--- src/rtl/core/rfac_pkg.sv ---
// shared constants, types and character helpers for the rfid ascii frame checker
package rfac_pkg;

   // framing codes on the serial line
   localparam logic [7:0] STX_CODE = 8'h02;
   localparam logic [7:0] ETX_CODE = 8'h03;

   // ascii codes used by the hex digit mapping
   localparam logic [7:0] CHAR_0 = 8'h30;
   localparam logic [7:0] CHAR_9 = 8'h39;
   localparam logic [7:0] CHAR_A = 8'h41;
   localparam logic [7:0] CHAR_F = 8'h46;
   localparam logic [7:0] HEX_TEN = 8'd10;

   // width of the character position on the result channel
   localparam int unsigned INDEX_W = 4;

   // end of frame status handed from the frame store to the emitter
   typedef struct packed {
      logic done;
      logic ok;
   } frame_done_type;

   // uppercase hex digit to its value, any other character keeps its code
   function automatic logic [7:0] char_to_nibble(input logic [7:0] c);
      logic [7:0] res;
      res = c;
      if (c >= CHAR_0 && c <= CHAR_9) begin
         res = c - CHAR_0;
      end else if (c >= CHAR_A && c <= CHAR_F) begin
         res = c - CHAR_A + HEX_TEN;
      end
      return res;
   endfunction

   // two characters to one byte, first character is the low nibble
   function automatic logic [7:0] pair_value(input logic [7:0] lo_c, input logic [7:0] hi_c);
      logic [7:0] lo;
      logic [7:0] hi;
      lo = char_to_nibble(lo_c);
      hi = char_to_nibble(hi_c);
      return lo | {hi[3:0], 4'h0};
   endfunction

endpackage

--- src/rtl/core/rfac_frame_store.sv ---
// frame tracking, character store and checksum check at end of frame
module rfac_frame_store #(
   parameter int unsigned FRAME_CHARS = 12
) (
   input  logic                        clock,
   input  logic                        reset,
   input  logic                        rx_vld,
   input  logic [7:0]                  rx_byte,
   input  logic                        emit_busy,
   output logic                        consume,
   output rfac_pkg::frame_done_type    frame_done,
   output logic [FRAME_CHARS-1:0][7:0] frame_chars
);

   localparam int unsigned PAIR_COUNT = FRAME_CHARS / 2;
   localparam int unsigned CNT_W      = $clog2(FRAME_CHARS + 1);
   localparam int unsigned WIDX_W     = $clog2(FRAME_CHARS);

   logic                        in_frame_ff;
   logic [CNT_W-1:0]            cnt_ff;
   logic [FRAME_CHARS-1:0][7:0] chars_ff;
   logic                        in_frame_in;
   logic [CNT_W-1:0]            cnt_in;
   logic [FRAME_CHARS-1:0][7:0] chars_in;
   logic [CNT_W-1:0]            cnt_inc;
   logic                        is_stx;
   logic                        is_term;
   logic                        ends;
   logic [7:0]                  sum;
   logic                        ok;

   assign is_stx  = (rx_byte == rfac_pkg::STX_CODE);
   assign is_term = is_stx || (rx_byte == rfac_pkg::ETX_CODE);
   assign cnt_inc = cnt_ff + CNT_W'(1);

   // this item closes the frame
   assign ends = in_frame_ff && (is_term || (cnt_inc == CNT_W'(FRAME_CHARS)));

   // a frame end waits until the emitter has drained the previous burst
   assign consume = rx_vld && !(ends && emit_busy);

   // next state of the frame tracker and store
   always_comb begin
      in_frame_in = in_frame_ff;
      cnt_in      = cnt_ff;
      chars_in    = chars_ff;
      if (!in_frame_ff) begin
         if (is_stx) begin
            in_frame_in = 1'b1;
            cnt_in      = '0;
            chars_in    = '0;
         end
      end else if (is_term) begin
         in_frame_in = 1'b0;
         cnt_in      = '0;
      end else begin
         chars_in[cnt_ff[WIDX_W-1:0]] = rx_byte;
         if (ends) begin
            in_frame_in = 1'b0;
            cnt_in      = '0;
         end else begin
            cnt_in = cnt_inc;
         end
      end
   end

   // checksum over the id pairs against the final pair, with a nonzero first character
   always_comb begin
      sum = '0;
      for (int p = 0; p < PAIR_COUNT - 1; p++) begin
         sum = sum ^ rfac_pkg::pair_value(chars_in[2*p], chars_in[2*p+1]);
      end
      ok = (chars_in[0] != 8'h00) &&
           (rfac_pkg::pair_value(chars_in[2*(PAIR_COUNT-1)], chars_in[2*(PAIR_COUNT-1)+1]) == sum);
   end

   assign frame_done.done = consume && ends;
   assign frame_done.ok   = ok;
   assign frame_chars     = chars_in;

   // frame state registers
   always_ff @(posedge clock) begin
      if (reset) begin
         in_frame_ff <= 1'b0;
         cnt_ff      <= '0;
      end else if (consume) begin
         in_frame_ff <= in_frame_in;
         cnt_ff      <= cnt_in;
      end
   end

   // character store, cleared by the frame start
   always_ff @(posedge clock) begin
      if (consume) begin
         chars_ff <= chars_in;
      end
   end

endmodule

--- src/rtl/core/rfac_burst_emit.sv ---
// holds a finished frame, sends id chars one per cycle while rsp_ready
module rfac_burst_emit #(
   parameter int unsigned ID_CHARS = 10
) (
   input  logic                           clock,
   input  logic                           reset,
   input  rfac_pkg::frame_done_type       frame_done,
   input  logic [ID_CHARS-1:0][7:0]       id_chars,
   output logic                           busy,
   output logic                           rsp_valid,
   input  logic                           rsp_ready,
   output logic                           rsp_valid_res,
   output logic [7:0]                     rsp_tag_char,
   output logic [rfac_pkg::INDEX_W-1:0]   rsp_char_index,
   output logic                           rsp_last
);

   localparam int unsigned IDX_W = $clog2(ID_CHARS);

   logic                     busy_ff;
   logic                     ok_ff;
   logic [IDX_W-1:0]         idx_ff;
   logic [ID_CHARS-1:0][7:0] buf_ff;
   logic                     at_end;

   assign at_end = !ok_ff || (idx_ff == IDX_W'(ID_CHARS - 1));

   // result fields from the held frame
   assign busy           = busy_ff;
   assign rsp_valid      = busy_ff;
   assign rsp_valid_res  = ok_ff;
   assign rsp_tag_char   = ok_ff ? buf_ff[idx_ff] : 8'h00;
   assign rsp_char_index = ok_ff ? rfac_pkg::INDEX_W'(idx_ff) : '0;
   assign rsp_last       = at_end;

   // burst control
   always_ff @(posedge clock) begin
      if (reset) begin
         busy_ff <= 1'b0;
         idx_ff  <= '0;
      end else if (!busy_ff) begin
         if (frame_done.done) begin
            busy_ff <= 1'b1;
            idx_ff  <= '0;
         end
      end else if (rsp_ready) begin
         if (at_end) begin
            busy_ff <= 1'b0;
         end else begin
            idx_ff <= idx_ff + IDX_W'(1);
         end
      end
   end

   // snapshot of the frame
   always_ff @(posedge clock) begin
      if (!busy_ff && frame_done.done) begin
         ok_ff  <= frame_done.ok;
         buf_ff <= id_chars;
      end
   end

endmodule

--- src/rtl/core/rfid_ascii_frame_checker_top.sv ---
// top level of the rfid ascii frame checker: input register, frame store, burst emitter
// a frame-ending item passes the input register, then sets the emitter's busy register, which raises its first result
// throughput: one byte per cycle; a frame end waits while the previous burst drains
// a burst is ID_CHARS results (one per cycle while rsp_ready is high) or a single failed result
// reset: synchronous, returns to idle with no frame open and no burst pending
module rfid_ascii_frame_checker_top #(
   parameter int unsigned FRAME_CHARS = 12
) (
   input  logic                         clock,
   input  logic                         reset,
   input  logic                         req_valid,
   output logic                         req_ready,
   input  logic [7:0]                   req_rx_byte,
   output logic                         rsp_valid,
   input  logic                         rsp_ready,
   output logic                         rsp_valid_res,
   output logic [7:0]                   rsp_tag_char,
   output logic [rfac_pkg::INDEX_W-1:0] rsp_char_index,
   output logic                         rsp_last
);

   localparam int unsigned PAIR_COUNT = FRAME_CHARS / 2;
   localparam int unsigned ID_CHARS   = 2 * PAIR_COUNT - 2;

   logic                        rx_vld_ff;
   logic [7:0]                  rx_ff;
   logic                        consume;
   logic                        emit_busy;
   rfac_pkg::frame_done_type    frame_done;
   logic [FRAME_CHARS-1:0][7:0] frame_chars;

   assign req_ready = !rx_vld_ff || consume;

   // input register
   always_ff @(posedge clock) begin
      if (reset) begin
         rx_vld_ff <= 1'b0;
      end else if (req_ready) begin
         rx_vld_ff <= req_valid;
      end
   end

   always_ff @(posedge clock) begin
      if (req_ready) begin
         rx_ff <= req_rx_byte;
      end
   end

   rfac_frame_store #(
      .FRAME_CHARS(FRAME_CHARS)
   ) u_store (
      .clock      (clock),
      .reset      (reset),
      .rx_vld     (rx_vld_ff),
      .rx_byte    (rx_ff),
      .emit_busy  (emit_busy),
      .consume    (consume),
      .frame_done (frame_done),
      .frame_chars(frame_chars)
   );

   rfac_burst_emit #(
      .ID_CHARS(ID_CHARS)
   ) u_emit (
      .clock         (clock),
      .reset         (reset),
      .frame_done    (frame_done),
      .id_chars      (frame_chars[ID_CHARS-1:0]),
      .busy          (emit_busy),
      .rsp_valid     (rsp_valid),
      .rsp_ready     (rsp_ready),
      .rsp_valid_res (rsp_valid_res),
      .rsp_tag_char  (rsp_tag_char),
      .rsp_char_index(rsp_char_index),
      .rsp_last      (rsp_last)
   );

   // the last item of a burst leaves the channel empty
   a_last_ends_burst: assert property (@(posedge clock) disable iff (reset)
      rsp_valid && rsp_ready && rsp_last |=> !rsp_valid)
      else $error("result channel still valid after last item");

   // a burst that is not finished carries on with valid id characters
   a_burst_continues: assert property (@(posedge clock) disable iff (reset)
      rsp_valid && rsp_ready && !rsp_last |=> rsp_valid && rsp_valid_res)
      else $error("burst broke off before its last item");

   // a failed frame gives one zeroed item
   a_fail_single: assert property (@(posedge clock) disable iff (reset)
      rsp_valid && !rsp_valid_res |->
         rsp_last && (rsp_tag_char == 8'h00) && (rsp_char_index == '0))
      else $error("failed frame item not zeroed or not last");

   // the input side only stalls on a held byte while the emitter is busy
   a_stall_held: assert property (@(posedge clock) disable iff (reset)
      !req_ready |-> rx_vld_ff && emit_busy)
      else $error("input stalled with no byte held");

endmodule

--- config.mk ---
export PLATFORM = sky130hd
export DESIGN_NAME = rfid_ascii_frame_checker_top
export DESIGN_NICKNAME = d
export VERILOG_FILES = /design/src/rtl/core/rfac_pkg.sv /design/src/rtl/core/rfac_frame_store.sv /design/src/rtl/core/rfac_burst_emit.sv /design/src/rtl/core/rfid_ascii_frame_checker_top.sv
export SDC_FILE = /design/constraint.sdc
export NUM_CORES = 1
export LEC_CHECK = 0
export BUFFER_PORTS_ARGS = -buffer_cell sky130_fd_sc_hd__buf_4
export CORE_AREA = 2 2 187 189
export DETAILED_ROUTE_END_ITERATION = 16
export DIE_AREA = 0 0 189 191
export MAX_ROUTING_LAYER = met4
export PLACE_DENSITY = 0.54
export SETUP_SLACK_MARGIN = 0.2
export SLEW_MARGIN = 5
export SYNTH_ARGS = -nofsm -noshare
export SYNTH_HDL_FRONTEND = slang
export SYNTH_SLANG_ARGS = --single-unit
--- constraint.sdc ---
create_clock -name clock -period 15.1 [get_ports clock]
set_input_delay 2.265 -clock clock [delete_from_list [all_inputs] [get_ports clock]]
set_output_delay 2.265 -clock clock [all_outputs]
set_load 0.03 [all_outputs]
==> reports/results.txt <==
The run finished with clean final reports. Power spread over the standard cell area amounts to 81.0 nW/µm². Leaving out fill and tap cells, the most frequent cell in the layout is edfxtp_1. The startpoint identified for the worst register-to-register timing path is u_store.in_frame_ff. For the via count, the log shows 10,500. The tool flagged a number of max-cap violations equal to 0.

The number of warnings printed during yosys synthesis is 0, and the number of inserted filler cells in the final layout is 3,213. The floorplan step defined a die boundary enclosing 36,100 µm². TritonCTS built the clock tree. The initial utilization of the core area, before any placement, comes to 39.7%. The mux cell area share after synthesis works out to 5.45%. The run gives 13,500 µm² as the synthesized area.

Counting cells, the worst reg-to-reg path comes to 20. Input and output buffers added on the ports amount to 27. Count of different cell masters after synthesis: 102. The run gives 34,100 µm² as the area of the core region. After clock tree synthesis, the clock-pin slew on the worst setup and hold paths is 0.08 ns.

Slew at the pin closest to its max-slew limit: 1.18 ns. The library cells used most frequently in the layout, excluding fill and tap cells, are 185 x edfxtp_1, 95 x inv_1, 92 x nand2_1. STA puts the critical path data arrival time at 6.03 ns. The synthesized design contains 185 enable-type register cells. The logs give 1,359 for the final net count and 15.32 ns for the data required time at the worst endpoint.

The run gives 19.4% as the relative slew slack. In this run the post-CTS setup repair buffer count came out at 0. The area growth from synthesis to layout is 8.93%.

Main combinational cell family by area after synthesis: compound AO/OA/AOI/OAI gates. After detailed routing, the number of vias per cell comes to 6.04. The compound-gate portion of the synthesized area was 18.4%. The run gives 172 MHz as the fmax. The total congestion overflow after global routing is 0, and the global placement routability congestion is 0.972. H-tree depth reported by CTS: 4.

Prevailing post-synth register cell: edfxtp_1. Setup slack on the worst reg-to-reg path comes out at 9.29 ns. After Yosys synthesis, and, or, nand and nor cells account for 15.5% of the synthesized area. Setup repair after global routing left no endpoint under its margin. The maximum buffer depth of the clock tree came out at 2. The sum of negative setup slack is 0 ns. The number of nets with antenna violations after detailed routing was 0. Summing the areas of all fa, ha and maj instances in the mapped netlist gives 6.75% of the synthesized area. In this run the clock root is driven by a clkbuf_16. The hold violation count in the final report was 0. Post-cts sizing count: 0. The largest total area in the synthesized netlist belongs to edfxtp_1. Dividing the synthesized area by the synthesized cell count gives 10.6 µm².

The post-route fraction of the period consumed by the critical path works out to 38.5%. The capture point of the critical path was u_emit.rsp_valid_res. The run gives 43.2% as the share of the core filled with cells. Share of the synthesized area in the top cell type: 41.1%. The die extent in y came out at 191 µm. The number of top-level pins is 28, and the initial antenna violation count is 1. The sequential cell area fraction in the yosys report is 42.7%.

CTS saw 196 sinks. The shortest period the worst path allows was 5.81 ns. The clock latency at the later pin of the worst-skew pair was 0.47 ns; the synthesis-stage register bit count was 196.

Global routing used 25.6% of the available tracks across all layers. Before antenna repair, the detailed router went through 5 iterations. The worst setup path is launched from a flip-flop.

The critical path is of the reg -> reg type. The tools report the static leakage as 5.33 nW. The launching element of the worst setup path is u_store.in_frame_ff. After detailed routing, the number of remaining DRC violations is 0. The number of endpoints failing setup at the final stage is 0, and the maximum vdd drop is 78.1 µV. After Yosys synthesis, XOR and XNOR cells account for 5.50% of the synthesized area.

By area the synthesized netlist is led by edfxtp_1 41%, ha_1 6.8%, xnor2_1 3.4%. Across the routed clock network, the largest skew measured is 0.0110 ns. Dividing the detail-routed wire length by the instance count gives 25.3 µm.

The detailed router finished its first iteration with 1,140 violations. Pin count of the biggest net entering global routing: 56. Counting instances, the worst hold path has a depth of 2. The first global-routing pass estimated 66,000 µm of wire. Via count of the first global-routing pass: 9,967. The run gives 44,100 µm as the total detailed-routing wirelength. The worst setup path is captured at a flip-flop. The proportion of synthesized flip-flops having asynchronous set or reset came out at 0%. Counting every net in the synthesized netlist gives 1,358. The tightest min-delay check is of the reg -> reg type.

Once detailed placement completed, the half-perimeter wirelength came to 30,800 µm. The number of clock buffers added by TritonCTS is 17. The design draws 1.19 mW. Of all nets on the critical path, the largest fanout is 44. For the cts-stage hold buffer count, the log shows 0.

The cell row count came out at 68. Die span in x: 189 µm. Synthesis produced 1,273 cells.

Cells with a size suffix above 1 make up 13.7% of the layout. The number of pins exceeding their max-slew limit in the final report is 0. The worst reg2reg path endpoint is u_emit.rsp_valid_res.
-- stage by stage --
step                worst slack (ns)  cells  cell area (µm²)  hold slack [ns]
finish                          9.29   1744            14700            0.548
global route                    8.95   1743            14700            0.563
CTS                             9.41   1742            14700            0.547
detailed placement              9.44   1710            14200            0.536
global placement                9.53   1710            14200            0.531
floorplan                       7.83   1273            13500            0.495
-- sequential cells by signal (all words and copies together) (netlist names) --
| signal | count |
|---|---|
| u_store.cnt_ff | 4 |
| u_store.in_frame_ff | 1 |
| u_emit.rsp_valid_res | 1 |
| rx_vld_ff | 1 |
| u_store.chars_ff | 96 |
| u_emit.busy | 1 |
| u_emit.buf_ff | 80 |
| rx_ff | 8 |
| u_emit.idx_ff | 4 |
-- Yosys cell counts (7+ instances only) --
| library cell | n |
|---|---|
| and2_1 | 22 |
| nand3_1 | 38 |
| o21ai_0 | 61 |
| buf_2 | 26 |
| nand4b_1 | 7 |
| nor4_1 | 11 |
| nand3b_1 | 9 |
| buf_6 | 9 |
| nor3_1 | 19 |
| and3_1 | 15 |
| nand2_1 | 92 |
| a21boi_0 | 9 |
| nand4_1 | 17 |
| o221a_2 | 7 |
| xnor3_1 | 7 |
| edfxtp_1 | 185 |
| xor2_1 | 15 |
| a21o_1 | 8 |
| ha_1 | 73 |
| nand2b_1 | 9 |
| o21ai_1 | 9 |
| xnor2_1 | 52 |
| o221ai_1 | 7 |
| a22o_1 | 18 |
| clkbuf_1 | 34 |
| o22ai_1 | 14 |
| o211ai_1 | 33 |
| a21oi_1 | 49 |
| a211oi_1 | 15 |
| and4b_1 | 13 |
| a31oi_1 | 15 |
| mux4_2 | 16 |
| mux2i_1 | 32 |
| inv_1 | 95 |
| dfxtp_1 | 11 |
| nor2_1 | 60 |
-- cells by family after synthesis --
| kind of cell | count (synthesis) |
|---|---|
| simple gates | 363 |
| compound gates | 338 |
| flops | 196 |
| buf+inv | 176 |
| xor+xnor | 74 |
| fa+ha+maj | 73 |
| mux | 53 |
-- worst min path at each step --
stage | startpoint | end | slack [ns]
after floorplan | rx_vld_ff | u_store.in_frame_ff | 0.50
after global placement | rx_vld_ff | u_store.in_frame_ff | 0.53
after detailed placement | rx_vld_ff | u_store.in_frame_ff | 0.54
after CTS | rx_vld_ff | u_store.in_frame_ff | 0.55
after global routing | rx_vld_ff | u_store.in_frame_ff | 0.56
final | rx_vld_ff | u_store.in_frame_ff | 0.55
-- area by class of cell --
| type | instances | area (µm²) | share of cell area [%] |
|---|---|---|---|
| antenna | 2 | 5.00 | 0.0340 |
| clock buffer | 17 | 425 | 2.89 |
| clock inverter | 15 | 141 | 0.959 |
| inverter | 99 | 372 | 2.52 |
| multi-input combinational | 901 | 7000 | 47.5 |
| sequential | 196 | 5780 | 39.2 |
| tap | 455 | 569 | 3.86 |
| timing repair buffer | 59 | 443 | 3.01 |
-- power breakdown --
| part | leakage (nW) | switching, mW | internal, mW |
|---|---|---|---|
| clock network | 0.271 | 0.237 | 0.219 |
| registers | 1.81 | 0.00704 | 0.605 |
| logic | 3.25 | 0.0814 | 0.0441 |
-- worst max-delay path, stage by stage (launching register included) --
cell	delay [ns]
dfxtp_2	0.77
buf_4	0.55
or2_2	0.46
nor3_4	0.10
buf_4	0.24
nor2_1	0.38
nand2_1	0.12
o21ai_0	0.21
inv_1	0.12
ha_1	0.20
nand2b_1	0.10
o211ai_1	0.09
a311oi_1	0.44
o2111ai_1	0.31
nor2_1	0.19
xor2_1	0.11
a211oi_1	0.27
xor2_1	0.20
xnor2_1	0.17
xnor3_1	0.33
and4_1	0.16
-- routing by layer --
| layer | track usage [%] | share of wire (%) |
|---|---|---|
| met1 | 35.3 | 46 |
| met2 | 38.2 | 44 |
| met3 | 3.62 | 6.4 |
| met4 | 9.44 | 3.2 |
| met5 | - | 0 |
(Power assumes the default switching activity.)
